$ cat src/design/sss_pkg.sv
`timescale 1ns / 1ps
package sss_pkg;

  localparam int DIGITS = 4;
  localparam int DIG_W = (DIGITS > 1) ? $clog2(DIGITS) : 1;

  localparam int QDEPTH = 2;
  localparam int QPTR_W = (QDEPTH > 1) ? $clog2(QDEPTH) : 1;
  localparam int QCNT_W = $clog2(QDEPTH + 1);

  // floor(v / 10) == (v * RECIP_10) >> RECIP_SH for every 16-bit v
  localparam logic [15:0] RECIP_10 = 16'd52429;
  localparam int RECIP_SH = 19;

  localparam logic [7:0] POINT_BIT = 8'h10;
  localparam logic [3:0] ALL_OFF = 4'hF;
  localparam logic [2:0] LAST_BIT = 3'd7;

  typedef enum logic [1:0] {
    ACT_TICK = 2'd0,
    ACT_SHOW = 2'd1,
    ACT_SET  = 2'd2,
    ACT_FILL = 2'd3
  } action_t;

  // Work passed from front to back: either a scan tick or a masked digit write
  typedef struct packed {
    logic                    is_tick;
    logic [DIGITS-1:0]       mask;
    logic [DIGITS-1:0][7:0]  bytes;
  } cmd_t;

  function automatic logic [7:0] seg_encode(input logic [15:0] d);
    logic [7:0] s;
    begin
      s = 8'h00;
      if (d <= 16'd9) begin
        case (d[3:0])
          4'd0: s = 8'hee;
          4'd1: s = 8'h0a;
          4'd2: s = 8'he9;
          4'd3: s = 8'hab;
          4'd4: s = 8'h0f;
          4'd5: s = 8'ha7;
          4'd6: s = 8'he7;
          4'd7: s = 8'h8a;
          4'd8: s = 8'hef;
          4'd9: s = 8'haf;
          default: s = 8'h00;
        endcase
      end
      return s;
    end
  endfunction

endpackage

$ cat src/design/sss_if.sv
`timescale 1ns / 1ps
interface sss_in_if;
  logic        valid;
  logic        ready;
  logic [1:0]  action;
  logic [15:0] value;
  logic [1:0]  digit_index;
  logic        point;

  modport source (output valid, action, value, digit_index, point, input ready);
  modport sink (input valid, action, value, digit_index, point, output ready);
endinterface

interface sss_out_if;
  logic       valid;
  logic       ready;
  logic       serial_bit;
  logic       latch_last;
  logic [3:0] digit_enables_n;

  modport source (output valid, serial_bit, latch_last, digit_enables_n, input ready);
  modport sink (input valid, serial_bit, latch_last, digit_enables_n, output ready);
endinterface

$ cat src/design/sss_front.sv
`timescale 1ns / 1ps
module sss_front (
  input  logic              clk,
  input  logic              rst_n,
  sss_in_if.sink            in_ch,
  input  logic              q_ready,
  output logic              q_push,
  output sss_pkg::cmd_t     q_data
);

  logic                                conv_r;
  logic [15:0]                         val_r;
  logic [sss_pkg::DIG_W-1:0]           cnt_r;
  logic [sss_pkg::DIGITS-1:0][7:0]     bytes_r;

  logic [31:0]                         prod;
  logic [15:0]                         quo;
  logic [15:0]                         quo10;
  logic [3:0]                          rem;
  logic [7:0]                          rem_seg;
  logic                                last_step;
  logic                                step_go;
  logic                                in_acc;
  logic [sss_pkg::DIGITS-1:0][7:0]     done_bytes;
  logic [7:0]                          set_byte;
  sss_pkg::action_t                    act;

  assign act = sss_pkg::action_t'(in_ch.action);

  // one decimal digit per cycle through a reciprocal multiply; the last waits for queue space
  assign prod    = 32'(val_r) * 32'(sss_pkg::RECIP_10);
  assign quo     = 16'(prod >> sss_pkg::RECIP_SH);
  assign quo10   = 16'((quo << 3) + (quo << 1));
  assign rem     = 4'(val_r - quo10);
  assign rem_seg = sss_pkg::seg_encode(16'(rem));

  assign last_step = conv_r && (cnt_r == '0);
  assign step_go   = conv_r && ((cnt_r != '0) || q_ready);

  assign in_ch.ready = !conv_r && q_ready;
  assign in_acc      = in_ch.valid && in_ch.ready;

  always_comb begin
    done_bytes    = bytes_r;
    done_bytes[0] = rem_seg;
  end

  always_comb begin
    set_byte = sss_pkg::seg_encode(in_ch.value);
    if (in_ch.point) begin
      set_byte = set_byte | sss_pkg::POINT_BIT;
    end
  end

  always_comb begin
    q_push  = 1'b0;
    q_data  = '0;
    if (last_step) begin
      q_push        = q_ready;
      q_data.mask   = '1;
      q_data.bytes  = done_bytes;
    end else if (in_acc) begin
      case (act)
        sss_pkg::ACT_TICK: begin
          q_push         = 1'b1;
          q_data.is_tick = 1'b1;
        end
        sss_pkg::ACT_SET: begin
          q_push       = 1'b1;
          q_data.mask  = sss_pkg::DIGITS'(1) << in_ch.digit_index;
          q_data.bytes = {sss_pkg::DIGITS{set_byte}};
        end
        sss_pkg::ACT_FILL: begin
          q_push       = 1'b1;
          q_data.mask  = '1;
          q_data.bytes = {sss_pkg::DIGITS{in_ch.value[7:0]}};
        end
        default: begin
          q_push = 1'b0;
        end
      endcase
    end
  end

  always_ff @(posedge clk) begin
    if (!rst_n) begin
      conv_r <= 1'b0;
    end else if (in_acc && act == sss_pkg::ACT_SHOW) begin
      conv_r <= 1'b1;
    end else if (step_go && last_step) begin
      conv_r <= 1'b0;
    end
  end

  always_ff @(posedge clk) begin
    if (in_acc && act == sss_pkg::ACT_SHOW) begin
      val_r <= in_ch.value;
      cnt_r <= sss_pkg::DIG_W'(sss_pkg::DIGITS - 1);
    end else if (step_go && !last_step) begin
      // least significant digit lands rightmost
      bytes_r[cnt_r] <= rem_seg;
      val_r          <= quo;
      cnt_r          <= cnt_r - 1'b1;
    end
  end

endmodule

$ cat src/design/sss_queue.sv
`timescale 1ns / 1ps
module sss_queue (
  input  logic              clk,
  input  logic              rst_n,
  input  logic              push,
  input  sss_pkg::cmd_t     push_data,
  output logic              can_push,
  input  logic              pop,
  output logic              head_valid,
  output sss_pkg::cmd_t     head
);

  sss_pkg::cmd_t                  mem_r [sss_pkg::QDEPTH];
  logic [sss_pkg::QPTR_W-1:0]     wr_ptr_r;
  logic [sss_pkg::QPTR_W-1:0]     rd_ptr_r;
  logic [sss_pkg::QCNT_W-1:0]     cnt_r;

  assign can_push   = (cnt_r != sss_pkg::QCNT_W'(sss_pkg::QDEPTH));
  assign head_valid = (cnt_r != '0);
  assign head       = mem_r[rd_ptr_r];

  always_ff @(posedge clk) begin
    if (push) begin
      mem_r[wr_ptr_r] <= push_data;
    end
  end

  always_ff @(posedge clk) begin
    if (!rst_n) begin
      wr_ptr_r <= '0;
      rd_ptr_r <= '0;
      cnt_r    <= '0;
    end else begin
      if (push) begin
        wr_ptr_r <= (wr_ptr_r == sss_pkg::QPTR_W'(sss_pkg::QDEPTH - 1)) ? '0 : wr_ptr_r + 1'b1;
      end
      if (pop) begin
        rd_ptr_r <= (rd_ptr_r == sss_pkg::QPTR_W'(sss_pkg::QDEPTH - 1)) ? '0 : rd_ptr_r + 1'b1;
      end
      if (push && !pop) begin
        cnt_r <= cnt_r + 1'b1;
      end else if (pop && !push) begin
        cnt_r <= cnt_r - 1'b1;
      end
    end
  end

  a_no_push_full: assert property (@(posedge clk) disable iff (!rst_n)
    push |-> can_push)
    else $error("queue written while full");

  a_no_pop_empty: assert property (@(posedge clk) disable iff (!rst_n)
    pop |-> head_valid)
    else $error("queue read while empty");

endmodule

$ cat src/design/sss_back.sv
`timescale 1ns / 1ps
module sss_back (
  input  logic              clk,
  input  logic              rst_n,
  input  logic              q_valid,
  input  sss_pkg::cmd_t     q_head,
  output logic              q_pop,
  sss_out_if.source         out_ch
);

  logic [sss_pkg::DIGITS-1:0][7:0]  seg_r;
  logic [sss_pkg::DIG_W-1:0]        pos_r;
  logic                             active_r;
  logic [2:0]                       bit_cnt_r;
  logic [7:0]                       shift_r;
  logic [3:0]                       en_r;

  logic                             out_vld_r;
  logic                             out_bit_r;
  logic                             out_latch_r;
  logic [3:0]                       out_en_r;

  logic                             out_load;
  logic                             last_load;
  logic                             tick_take;
  logic                             wr_take;
  logic [3:0]                       pos_ext;
  logic [3:0]                       en_nxt;

  assign out_load  = active_r && (!out_vld_r || out_ch.ready);
  assign last_load = out_load && (bit_cnt_r == sss_pkg::LAST_BIT);
  assign tick_take = q_valid && q_head.is_tick && (!active_r || last_load);
  assign wr_take   = q_valid && !q_head.is_tick;
  assign q_pop     = tick_take || wr_take;

  // digits past the fourth have no enable line
  assign pos_ext = 4'(pos_r);
  assign en_nxt  = (pos_ext < 4'd4) ? ~(4'b0001 << pos_ext[1:0]) : sss_pkg::ALL_OFF;

  assign out_ch.valid           = out_vld_r;
  assign out_ch.serial_bit      = out_bit_r;
  assign out_ch.latch_last      = out_latch_r;
  assign out_ch.digit_enables_n = out_en_r;

  always_ff @(posedge clk) begin
    if (!rst_n) begin
      seg_r <= '0;
      pos_r <= '0;
    end else if (wr_take) begin
      for (int d = 0; d < sss_pkg::DIGITS; d++) begin
        if (q_head.mask[d]) begin
          seg_r[d] <= q_head.bytes[d];
        end
      end
    end else if (tick_take) begin
      pos_r <= (pos_r == sss_pkg::DIG_W'(sss_pkg::DIGITS - 1)) ? '0 : pos_r + 1'b1;
    end
  end

  always_ff @(posedge clk) begin
    if (!rst_n) begin
      active_r  <= 1'b0;
      bit_cnt_r <= '0;
    end else if (tick_take) begin
      active_r  <= 1'b1;
      bit_cnt_r <= '0;
    end else if (out_load) begin
      bit_cnt_r <= bit_cnt_r + 1'b1;
      if (last_load) begin
        active_r <= 1'b0;
      end
    end
  end

  always_ff @(posedge clk) begin
    if (tick_take) begin
      shift_r <= seg_r[pos_r];
      en_r    <= en_nxt;
    end else if (out_load) begin
      shift_r <= shift_r >> 1;
    end
  end

  always_ff @(posedge clk) begin
    if (!rst_n) begin
      out_vld_r <= 1'b0;
    end else if (out_load) begin
      out_vld_r <= 1'b1;
    end else if (out_ch.ready) begin
      out_vld_r <= 1'b0;
    end
  end

  always_ff @(posedge clk) begin
    if (out_load) begin
      out_bit_r   <= shift_r[0];
      out_latch_r <= (bit_cnt_r == sss_pkg::LAST_BIT);
      out_en_r    <= (bit_cnt_r == sss_pkg::LAST_BIT) ? en_r : sss_pkg::ALL_OFF;
    end
  end

  a_enables_idle: assert property (@(posedge clk) disable iff (!rst_n)
    (out_vld_r && !out_latch_r) |-> (out_en_r == sss_pkg::ALL_OFF))
    else $error("digit enabled before latch bit");

  a_latch_spacing: assert property (@(posedge clk) disable iff (!rst_n)
    (out_vld_r && out_ch.ready && out_latch_r) |=> !(out_vld_r && out_latch_r))
    else $error("two latch bits without shifting between them");

  a_tick_not_mid_shift: assert property (@(posedge clk) disable iff (!rst_n)
    (tick_take && active_r) |-> last_load)
    else $error("scan tick started while a byte is still shifting");

endmodule

$ cat src/design/seven_segment_scan_shifter.sv
`timescale 1ns / 1ps
// A scan tick passes the queue and the back's active flag before its first bit
// is registered out. A tick yields eight results, one per cycle while the output
// is ready; the next tick is taken with the last bit, and writes pop at once.
// Show number stalls input, one decimal digit per cycle; the last waits for room.
// Reset (synchronous, active low): all digits blank, scan at digit 0, queue empty.
module seven_segment_scan_shifter (
  input  logic       clk,
  input  logic       rst_n,
  sss_in_if.sink     in_ch,
  sss_out_if.source  out_ch
);

  logic           q_ready;
  logic           q_push;
  sss_pkg::cmd_t  q_data;
  logic           q_pop;
  logic           q_valid;
  sss_pkg::cmd_t  q_head;

  sss_front u_front (
    .clk     (clk),
    .rst_n   (rst_n),
    .in_ch   (in_ch),
    .q_ready (q_ready),
    .q_push  (q_push),
    .q_data  (q_data)
  );

  sss_queue u_queue (
    .clk        (clk),
    .rst_n      (rst_n),
    .push       (q_push),
    .push_data  (q_data),
    .can_push   (q_ready),
    .pop        (q_pop),
    .head_valid (q_valid),
    .head       (q_head)
  );

  sss_back u_back (
    .clk     (clk),
    .rst_n   (rst_n),
    .q_valid (q_valid),
    .q_head  (q_head),
    .q_pop   (q_pop),
    .out_ch  (out_ch)
  );

endmodule
$ cat src/flat_wrapper.sv
// flat-port wrapper written by rule: the top's interface ports become plain ports
module seven_segment_scan_shifter_flat 
  (clk, rst_n, in_ch_valid, in_ch_action, in_ch_value, in_ch_digit_index, in_ch_point, in_ch_ready, out_ch_valid, out_ch_serial_bit, out_ch_latch_last, out_ch_digit_enables_n, out_ch_ready);
  sss_in_if in_ch_i ();
  sss_out_if out_ch_i ();
  input  logic clk;
  input  logic rst_n;
  input wire logic [$bits(in_ch_i.valid)-1:0] in_ch_valid;
  input wire logic [$bits(in_ch_i.action)-1:0] in_ch_action;
  input wire logic [$bits(in_ch_i.value)-1:0] in_ch_value;
  input wire logic [$bits(in_ch_i.digit_index)-1:0] in_ch_digit_index;
  input wire logic [$bits(in_ch_i.point)-1:0] in_ch_point;
  output wire logic [$bits(in_ch_i.ready)-1:0] in_ch_ready;
  output wire logic [$bits(out_ch_i.valid)-1:0] out_ch_valid;
  output wire logic [$bits(out_ch_i.serial_bit)-1:0] out_ch_serial_bit;
  output wire logic [$bits(out_ch_i.latch_last)-1:0] out_ch_latch_last;
  output wire logic [$bits(out_ch_i.digit_enables_n)-1:0] out_ch_digit_enables_n;
  input wire logic [$bits(out_ch_i.ready)-1:0] out_ch_ready;
  assign in_ch_i.valid = in_ch_valid;
  assign in_ch_i.action = in_ch_action;
  assign in_ch_i.value = in_ch_value;
  assign in_ch_i.digit_index = in_ch_digit_index;
  assign in_ch_i.point = in_ch_point;
  assign in_ch_ready = in_ch_i.ready;
  assign out_ch_valid = out_ch_i.valid;
  assign out_ch_serial_bit = out_ch_i.serial_bit;
  assign out_ch_latch_last = out_ch_i.latch_last;
  assign out_ch_digit_enables_n = out_ch_i.digit_enables_n;
  assign out_ch_i.ready = out_ch_ready;
  seven_segment_scan_shifter u_core (.clk(clk), .rst_n(rst_n), .in_ch(in_ch_i), .out_ch(out_ch_i));
endmodule
$ cat config.mk
export PLATFORM = sky130hd
export DESIGN_NAME = seven_segment_scan_shifter_flat
export DESIGN_NICKNAME = d
export VERILOG_FILES = /design/src/design/sss_pkg.sv /design/src/design/sss_if.sv /design/src/design/sss_front.sv /design/src/design/sss_queue.sv /design/src/design/sss_back.sv /design/src/design/seven_segment_scan_shifter.sv /design/src/flat_wrapper.sv
export SDC_FILE = /design/constraint.sdc
export NUM_CORES = 1
export LEC_CHECK = 0
export BUFFER_PORTS_ARGS = -buffer_cell sky130_fd_sc_hd__buf_2
export CAP_MARGIN = 15
export CORE_MARGIN = 5
export CORE_UTILIZATION = 40
export DETAILED_ROUTE_END_ITERATION = 10
export GPL_TIMING_DRIVEN = 0
export MAX_ROUTING_LAYER = met4
export SYNTH_ARGS = -nofsm -noshare
export SYNTH_HDL_FRONTEND = slang
export SYNTH_SLANG_ARGS = --single-unit
$ cat constraint.sdc
create_clock -name clk -period 6.9 [get_ports clk]
set_input_delay 1.035 -clock clk [delete_from_list [all_inputs] [get_ports clk]]
set_output_delay 1.035 -clock clk [all_outputs]
set_load 0.01 [all_outputs]
Yosys cells after proc, flatten, opt, wreduce, memory -nomap -nowiden
Memory sizes are Yosys's and may differ from the RTL's. A register that Yosys moved wholly into a read port is not among the register bits.
Cells that the tools add are included.
W data, S select, Z words.
- flip-flop bits (word level): 112
- RAM bits: 74
- memory bits (read-only): 224
- input bits: 25
- output and inout bits: 8
- word-level logic and storage cells: 135
- memories: 3
- add/subtract/negate cells: 9
- multiply operators: 1
- order comparisons: 6
- eq/ne operators: 6
- shifts and indexed selects: 2
- multiplexer cells: 36
- bitwise gates (word level): 4
- reductions and logical operators: 45
- memories (name ; words ; width ; rd ports ; clocked after memory_dff ; write ports ; RTL line ; source):
    (no name shown) ; 16 ; 7 ; 1 ; 0 ; 0 ; sss_pkg.sv:38 ; case (d[3:0])
    (no name shown) ; 16 ; 7 ; 1 ; 0 ; 0 ; sss_pkg.sv:38 ;
    u_core.u_queue.mem_r ; 2 ; 37 ; 1 ; 1 ; 1 ; sss_queue.sv:13 ; sss_pkg::cmd_t mem_r [sss_pkg::QDEPTH];
- operators by type and width (cell ; count):
    $pmux W36 S2 ; 1
    $mux W8 ; 6
    $mux W37 ; 1
    $mux W36 ; 1
    $bwmux W32 ; 1
    $mul A16 B16 Y32 const B ; 1
    $mux W16 ; 2
    $mux W1 ; 18
    $bmux W8 S2 ; 1
    $demux W8 S2 ; 1
    $le A16 B4 Y1 const B ; 1
    $reduce_bool A2 Y1 ; 8
    $logic_and A1 B1 Y1 ; 15
    $reduce_and A2 Y1 ; 7
    $lt A2 B3 Y1 const B ; 3
    $shl A1 B2 Y4 const A ; 2
    $logic_not A1 Y1 ; 7
    $eq A2 B2 Y1 const B ; 3
    $mux W2 ; 3
    $mux W5 ; 1
    $add A2 B1 Y2 const B ; 2
    $add A4 B4 Y4 ; 1
    $le A4 B4 Y1 const B ; 1
    $logic_not A2 Y1 ; 2
    other kinds (13) ; 20

Longest topological paths before layout
Gate-level depths: netlist of the first run.
- word-level depth: 10
- mapped depth: 26
- depth with buffers taken out: 26

Hierarchy
A second synthesis of the first run with hierarchy kept.
- cells, all modules: 1088
- area total of the unflattened synthesis: 12441.9 sq um
- by module, submodules not included (module ; times used ; cells an instance ; area each (sq um) ; sequential area each (sq um)):
    sss_front ; 1 ; 718 ; 7001.7 ; 1171.1
    sss_queue ; 1 ; 137 ; 2896.5 ; 2322.2
    sss_back ; 1 ; 233 ; 2543.7 ; 1321.3

Worst setup path before layout of the first run
No wires, ideal clock.
- kind: register to register
- start: register u_core.u_front.val_r[3]
- end: memory u_core.u_queue.mem_r[0][2] (netlist name), data pin
- setup time: 0.257 ns
- data arrival time: 6.327 ns
- data required time: 6.643 ns
- setup slack: 0.316 ns
- stages on the path, launching flop included: 24
- buffers on the path: 0
- period minus slack after synthesis: 6.584 ns
- cell sequence: edfxtp_1 > ha_1 > inv_1 > fa_1 > inv_1 > fa_1 > fa_1 > fa_1 > inv_1 > fa_1 > inv_1 > ha_1 > o211ai_1 > a21o_4 > a31oi_4 > nor2_1 > xnor2_1 > ha_1 > and2_2 > o31ai_2 > o211ai_1 > a31o_1 > a211o_1 > a21o_1
- RTL lines (item ; RTL line ; source):
    start: declaration ; sss_front.sv:12 ; logic [15:0] val_r;
    start signal: assignment ; sss_front.sv:97 ; val_r <= in_ch.value;
    start signal: assignment ; sss_front.sv:102 ; val_r <= quo;
    end: declaration ; sss_queue.sv:13 ;

==> impl_table.tex, run 1 <==
\begin{tabular}{lr}
\hline
Metric & Value \\
\hline
\multicolumn{2}{l}{\textbf{Global routing}} \\
Antenna violations before repair & 1 \\
Aggregate global routing overflow & 0 \\
Wire length of the first global-routing pass & 42.5 mm \\
Via count of the first global-routing pass & between 7000 and 8000 \\
Total global-route track usage & between 10\% and 20\% \\
Largest net degree at the start of global routing & 31 \\
\multicolumn{2}{l}{\textbf{Timing}} \\
Max-slew violation total from the final report & 0 \\
Total setup violations reported at the end of the flow & 0 \\
Worst slew margin & about 33\% \\
Hold violation total from the final report & 0 \\
Final critical delay including setup and external delays & 6780 ps \\
Slew @ Worst Pin & just under 1000 ps \\
Final setup margin & approximately 120 ps \\
Post-route clock skew & between 10 and 15 ps \\
Final clock period utilization by the worst path & a little over nine tenths \\
Max Freq & $\sim$150 MHz \\
Tightest hold margin & 422 ps \\
\multicolumn{2}{l}{\textbf{Clock tree}} \\
Number of H-tree levels & 4 \\
Number of clock sinks & 170 \\
CTS tree & done \\
CTS Root Cell & sky130\_fd\_sc\_hd\_\_clkbuf\_16 \\
Number of buffers on the longest clock path & 2 \\
Hold-fix buffer count after cts & 0 \\
Clock-pin slew reported for the worst setup and hold paths after clock tree synthesis & approximately 70 ps \\
Inserted Clock Buffers & 17 \\
Clock latency reported for the late side of the worst-skew pair & around 420 ps \\
\multicolumn{2}{l}{\textbf{Place}} \\
Detailed placement HPWL & roughly 20 mm \\
Dpl cell area & around 13000 sq um \\
Port buffer count & 30 \\
Pre-CTS setup slack & -507 ps \\
Routability congestion estimate & $\sim$0.91 \\
\multicolumn{2}{l}{\textbf{Synthesis}} \\
Count of flip-flops with a built-in enable after synthesis & between 100 and 150 \\
Dominant cells by area after synthesis & sky130\_fd\_sc\_hd\_\_edfxtp\_1 (31\%), sky130\_fd\_sc\_hd\_\_ha\_1 (16\%), sky130\_fd\_sc\_hd\_\_fa\_1 (13\%) \\
Cell types with the highest counts after synthesis & sky130\_fd\_sc\_hd\_\_inv\_1 (176), sky130\_fd\_sc\_hd\_\_ha\_1 (156), sky130\_fd\_sc\_hd\_\_edfxtp\_1 (123), sky130\_fd\_sc\_hd\_\_nand2\_1 (90), sky130\_fd\_sc\_hd\_\_fa\_1 (80) \\
Count of state elements after synthesis & 170 \\
Top-count cell post-synth & sky130\_fd\_sc\_hd\_\_inv\_1 \\
Top-area cell type share of the netlist area & between 30\% and 40\% \\
Syn\_nets & 1302 \\
Number of different library cells in the post-synthesis netlist & 65 \\
Share of synthesized area spent on multiplexers & under 10\% \\
Combinational family with the most area after synthesis & adder cells \\
Post-synth ARST share & 0\% \\
Sequential element share of the synthesized area & slightly below 40\% \\
Synthesized instance count & 1041 \\
Synth Area in Compound Gates & 11.1\% \\
Share of synthesized cell area in full adder, half adder and majority cells & 29.6\% \\
Area fraction in and, or, nand and nor cells after synthesis & 7.41\% \\
Xor and xnor area share after synthesis & slightly below 2\% \\
Cell accounting for the most synthesized area & sky130\_fd\_sc\_hd\_\_edfxtp\_1 \\
Count of warnings emitted by yosys & 0 \\
Netlist area before placement & between 10000 and 15000 sq um \\
Avg Inst Size Synth & 11.5 sq um \\
Dominant register cell in the synthesized netlist & sky130\_fd\_sc\_hd\_\_edfxtp\_1 \\
\multicolumn{2}{l}{\textbf{Floorplanning}} \\
Core area & 29600 sq um \\
Number of primary I/O pins & 33 \\
Starting density of the core & approximately 41\% \\
Area enclosed by the die boundary & 33600 sq um \\
Chip height & 183 um \\
Width of the die & around 180 um \\
Cell Rows & 63 \\
\multicolumn{2}{l}{\textbf{Cells and area}} \\
Count of fill cells added during filler insertion & about 2800 \\
Synthesis-to-finish area growth & 16.6\% \\
Final nets & $\sim$1400 \\
Flip-flop and latch area & 4630 sq um \\
Final instance area & around 14000 sq um \\
Footprint of the multi-input gates & roughly 7000 sq um \\
Layout cell share with drive strength beyond 1 & around 16\% \\
Final core utilization & 47.3\% \\
Antenna diode instance count & 0 \\
\multicolumn{2}{l}{\textbf{Setup path}} \\
Crit Reg-Reg Endpoint & u\_core.u\_queue.mem\_r[0][0] \\
Startpoint of the lowest-slack register-to-register path & u\_core.u\_front.val\_r[8] \\
Worst setup endpoint & u\_core.u\_queue.mem\_r[0][0] \\
Class of the most critical setup path & flop to flop \\
R2R depth & 23 \\
Data arrival time of the worst path & around 7000 ps \\
Max FO, Critical Path & 6 \\
Critical Path Source Type & flop \\
Setup slack, reg-to-reg & 120 ps \\
Launching instance or port of the critical path & u\_core.u\_front.val\_r[8] \\
Endpoint type of the worst setup path & flop \\
Crit path required time & 7060 ps \\
\multicolumn{2}{l}{\textbf{Outcome}} \\
Run status & finished clean \\
\multicolumn{2}{l}{\textbf{Drt}} \\
Drt total wl & 26.3 mm \\
Iteration-0 DRC count of the detailed router & around 490 \\
Post-detailed-route via-to-cell ratio & between 4 and 5 \\
Final ANT Viol Nets & 0 \\
Detailed-router iteration count before antenna repair & 5 \\
Number of vias in the routed layout & just under 8000 \\
Number of remaining DRC errors & 0 \\
Routed WL per cell & $\sim$17 um \\
\multicolumn{2}{l}{\textbf{Hold path}} \\
Tightest Hold Check Type & flop to flop \\
\multicolumn{2}{l}{\textbf{Flow run}} \\
Reported max-cap violation count & 0 \\
\hline
\end{tabular}
-- layout make-up --
cell class	count	area share, %
multi-input cells	669	49.1
flip-flops and latches	170	33.1
clock inverters	8	0.723
plain buffers	26	0.705
well taps	390	3.48
inverters	176	4.77
repair buffers	83	4.37
clock buffers	24	3.75
-- what timing repair did --
item                       CTS  global route
buffers inserted            27            24
gates cloned                 0             0
setup endpoints to repair   35            35
gates resized for setup     14            28
pin swaps                   17            38
-- cells by family after synthesis --
| logic type | Yosys count |
|---|---|
| compound gates | 172 |
| xor+xnor | 27 |
| fa+ha+maj | 236 |
| buf+inv | 202 |
| flops | 170 |
| mux | 50 |
| simple gates | 184 |
-- metrics by stage --
step | TNS [ps] | std cells
3_5_place_dp | -9600 | 1463
2_1_floorplan | 0 | 1041
3_3_place_gp | -8640 | 1461
4_1_cts | 0 | 1522
6_report | 0 | 1546
5_1_grt | -180 | 1546
-- per-layer routing --
metal,global-route usage [%],share of wire (%),vias up
met5,-,0,-
met4,3.64,1.3,0
met3,2.90,3.8,19
met2,24.9,45,146
met1,23.9,50,3754
li1,-,-,3783
-- placed cells by master, fill, tap and decap left out, types with 13 or more instances in the layout --
| cell type | count |
|---|---|
| sky130_fd_sc_hd__dfxtp_1 | 47 |
| sky130_fd_sc_hd__mux2i_1 | 37 |
| sky130_fd_sc_hd__o21ai_0 | 24 |
| sky130_fd_sc_hd__buf_4 | 45 |
| sky130_fd_sc_hd__clkbuf_16 | 20 |
| sky130_fd_sc_hd__o211a_1 | 33 |
| sky130_fd_sc_hd__nor2_1 | 24 |
| sky130_fd_sc_hd__inv_1 | 171 |
| sky130_fd_sc_hd__buf_2 | 31 |
| sky130_fd_sc_hd__a21o_1 | 33 |
| sky130_fd_sc_hd__ha_1 | 139 |
| sky130_fd_sc_hd__edfxtp_1 | 123 |
| sky130_fd_sc_hd__xor2_1 | 13 |
| sky130_fd_sc_hd__clkbuf_1 | 26 |
| sky130_fd_sc_hd__ha_4 | 13 |
| sky130_fd_sc_hd__and2_1 | 14 |
| sky130_fd_sc_hd__fa_1 | 78 |
| sky130_fd_sc_hd__nand2_1 | 90 |
| sky130_fd_sc_hd__a21oi_1 | 35 |
-- worst max-delay path, cell delays in order, from the launching register on --
cell	delay [ps]
sky130_fd_sc_hd__edfxtp_1	570
sky130_fd_sc_hd__ha_1	400
sky130_fd_sc_hd__inv_1	120
sky130_fd_sc_hd__fa_1	510
sky130_fd_sc_hd__inv_1	60
sky130_fd_sc_hd__fa_1	550
sky130_fd_sc_hd__fa_1	450
sky130_fd_sc_hd__fa_1	530
sky130_fd_sc_hd__fa_2	480
sky130_fd_sc_hd__ha_4	320
sky130_fd_sc_hd__o211a_1	160
sky130_fd_sc_hd__nand4_1	160
sky130_fd_sc_hd__a31oi_4	200
sky130_fd_sc_hd__nor2_2	70
sky130_fd_sc_hd__xnor2_2	160
sky130_fd_sc_hd__ha_4	190
sky130_fd_sc_hd__buf_4	150
sky130_fd_sc_hd__xnor2_4	150
sky130_fd_sc_hd__nor4_4	330
sky130_fd_sc_hd__a211oi_2	70
sky130_fd_sc_hd__buf_4	160
sky130_fd_sc_hd__nor2_4	180
sky130_fd_sc_hd__mux2_4	340
sky130_fd_sc_hd__a21o_1	190
-- worst min path at each step --
stage                                   startpoint  cells past startpoint                              end  slack [ps]
after floorplan           u_core.u_back.shift_r[0]                      0  u_core.u_back.out_ch.serial_bit         400
after global placement    u_core.u_back.shift_r[0]                      0  u_core.u_back.out_ch.serial_bit         400
after detailed placement  u_core.u_back.shift_r[0]                      0  u_core.u_back.out_ch.serial_bit         410
after CTS                 u_core.u_back.shift_r[0]                      0  u_core.u_back.out_ch.serial_bit         420
after global routing      u_core.u_back.shift_r[0]                      0  u_core.u_back.out_ch.serial_bit         440
final                     u_core.u_back.shift_r[0]                      0  u_core.u_back.out_ch.serial_bit         420
-- registers in the layout, summed over array words and instances (netlist names), 3 cells and up, named ones only --
signal,cells
u_core.u_back.bit_cnt_r,3
u_core.u_back.en_r,4
u_core.u_back.out_ch.digit_enables_n,4
u_core.u_back.seg_r,32
u_core.u_back.shift_r,8
u_core.u_front.bytes_r,21
u_core.u_front.val_r,16
u_core.u_queue.mem_r,68
Power of run 1 is not shown: default switching activity piles up to over one toggle a cycle in this logic, so the estimate is an artifact.
==> run 2, diff against run 1 <==
CORE_ASPECT_RATIO = 0.75   (was unset)
==> run 2 against run 1 <==
Routed wire length increased by 7.7%. First-iteration DRC count increased by 1.6%. Clock-buffer cell count decreased by 1. Clock skew decreased by 0.53 ps.
==> impl_table.tex, run 2 (synthesized netlist as in run 1, its figures left out) <==
\begin{tabular}{lr}
\hline
Metric & Value \\
\hline
\multicolumn{2}{l}{\textbf{Setup path}} \\
Cells traversed along the worst timing path & buf\_6 > ha\_4 > xor2\_2 > ha\_1 > fa\_1 > fa\_1 > fa\_1 > inv\_1 > fa\_1 > inv\_1 > ha\_4 > o21a\_1 > o211ai\_1 > a21o\_4 > a31oi\_4 > nor2\_2 > xnor2\_2 > ha\_4 > nand2\_1 > a31oi\_1 > a211oi\_2 > o21ai\_2 > a32o\_1 > a21o\_1 \\
Crit path required time & between 7000 and 8000 ps \\
Data arrival time of the worst path & approximately 7000 ps \\
Max FO, Critical Path & 4 \\
Class of the most critical setup path & flop to flop \\
Delay of the slowest critical-path stage & 550 ps \\
Max stage delay cell, worst path & sky130\_fd\_sc\_hd\_\_fa\_1 \\
R2R depth & 24 \\
Critical Path Source Type & flop \\
Most Frequent Cell on Critical Path & sky130\_fd\_sc\_hd\_\_fa\_1 \\
Endpoint type of the worst setup path & flop \\
\multicolumn{2}{l}{\textbf{Cells and area}} \\
Final nets & 1398 \\
Layout cell share with drive strength beyond 1 & 15.2\% \\
Count of fill cells added during filler insertion & about 2800 \\
Synthesis-to-finish area growth & 15.8\% \\
Most common cell after layout, fill and taps aside & sky130\_fd\_sc\_hd\_\_inv\_1 \\
Flip-flop count of the largest register after layout & 68 \\
Final instance area & approximately 14000 sq um \\
Final core utilization & 46.6\% \\
Final cell count without fillers & 1550 \\
Leading cell types in the layout, fill and taps excluded & sky130\_fd\_sc\_hd\_\_inv\_1 (175), sky130\_fd\_sc\_hd\_\_ha\_1 (137), sky130\_fd\_sc\_hd\_\_edfxtp\_1 (123) \\
Most flops, register & u\_core.u\_queue.mem\_r \\
Top Registers & u\_core.u\_queue.mem\_r (68), u\_core.u\_back.seg\_r (32), u\_core.u\_front.bytes\_r (21) \\
\multicolumn{2}{l}{\textbf{Global routing}} \\
Wire length of the first global-routing pass & about 44 mm \\
Largest net degree at the start of global routing & 19 \\
Total global-route track usage & between 15 and 20\% \\
Aggregate global routing overflow & 0 \\
Antenna violations before repair & 2 \\
Via count of the first global-routing pass & 7990 \\
\multicolumn{2}{l}{\textbf{Clock tree}} \\
Clock-pin slew reported for the worst setup and hold paths after clock tree synthesis & about 70 ps \\
CTS tree & done \\
Inserted Clock Buffers & 17 \\
Number of H-tree levels & 4 \\
Number of buffers on the longest clock path & 2 \\
Number of clock sinks & between 150 and 200 \\
Hold-fix buffer count after cts & 0 \\
CTS Root Cell & sky130\_fd\_sc\_hd\_\_clkbuf\_16 \\
Clock latency reported for the late side of the worst-skew pair & about 430 ps \\
\multicolumn{2}{l}{\textbf{Floorplanning}} \\
Number of primary I/O pins & 33 \\
Width of the die & around 210 um \\
Core area & 29900 sq um \\
Cell Rows & 55 \\
Starting density of the core & between 40\% and 50\% \\
Chip height & between 150 and 200 um \\
Area enclosed by the die boundary & about 34000 sq um \\
\multicolumn{2}{l}{\textbf{Place}} \\
Dpl cell area & around 13000 sq um \\
Placed Cells incl. Taps & $\sim$1500 \\
Port buffer count & 30 \\
Detailed placement HPWL & 22.0 mm \\
Routability congestion estimate & between 0.9 and 1 \\
\multicolumn{2}{l}{\textbf{Timing}} \\
Final clock period utilization by the worst path & 99.1\% \\
Hold violation total from the final report & 0 \\
Final critical delay including setup and external delays & between 6000 and 7000 ps \\
Worst slew margin & 38.8\% \\
Slew @ Worst Pin & 918 ps \\
Fin Setup TNS & 0 ps \\
Max Freq & approximately 150 MHz \\
Total setup violations reported at the end of the flow & 0 \\
Post-route clock skew & approximately 14 ps \\
Max-slew violation total from the final report & 0 \\
\multicolumn{2}{l}{\textbf{Drt}} \\
Iteration-0 DRC count of the detailed router & roughly 500 \\
Number of remaining DRC errors & 0 \\
Detailed-router iteration count before antenna repair & 5 \\
Post-detailed-route via-to-cell ratio & 5.06 \\
Number of vias in the routed layout & between 7000 and 8000 \\
Drt total wl & around 28 mm \\
Routed WL per cell & 18.3 um \\
Final ANT Viol Nets & 0 \\
\multicolumn{2}{l}{\textbf{Hold path}} \\
Tightest Hold Check Type & flop to flop \\
Hold path cells & 0 \\
\multicolumn{2}{l}{\textbf{Flow run}} \\
Reported max-cap violation count & 0 \\
\multicolumn{2}{l}{\textbf{Outcome}} \\
Run status & finished clean \\
\hline
\end{tabular}
## run 2: worst paths after layout
check / from / endpoint / slack (ps)
max: u_core.u_front.val_r[1] / u_core.u_queue.mem_r[1][5] / 60
min: u_core.u_back.shift_r[0] / u_core.u_back.out_ch.serial_bit / 450
max reg2reg: u_core.u_front.val_r[1] / u_core.u_queue.mem_r[1][5] / 60
min reg2reg: u_core.u_back.shift_r[0] / u_core.u_back.out_ch.serial_bit / 450
## run 2: worst max-delay path, delay by kind of cell (launching register included)
family,cells,cell delay (ps)
fa+ha+maj,8,3190
compound gates,9,2040
flops,1,500
xor+xnor,2,350
buf+inv,3,310
simple gates,2,170
## run 2: final cells by class
cell class                      count  area, sq um  area share, %
Antenna cell                        1         2.50         0.0180
Buffer                             26         98.8          0.710
Clock buffer                       23          458           3.29
Clock inverter                      9         78.8          0.567
Inverter                          176          664           4.78
Multi-Input combinational cell    669         6920           49.8
Sequential cell                   170         4630           33.3
Tap cell                          399          499           3.59
Timing Repair Buffer               77          554           3.98
## run 2: repair_timing
action                     4_1_cts  5_1_grt
resized for setup               14       28
pin swaps                        9       30
setup endpoints to repair       35       27
setup buffers                   24       21
## run 2: layer usage
layer | GRT usage, % | wire [um]
met1 | 27.0 | 15000
met2 | 23.1 | 11300
met3 | 4.10 | 1550
met4 | 4.65 | 478
met5 | - | 0
## run 2: metrics by stage
step | setup slack [ps] | hold slack [ps]
finish | 63.2 | 451
global route | -33.6 | 463
CTS | 4.95 | 452
detailed placement | -551 | 437
global placement | -526 | 431
floorplan | 316 | 400
Power of run 2 is left out for the same reason.
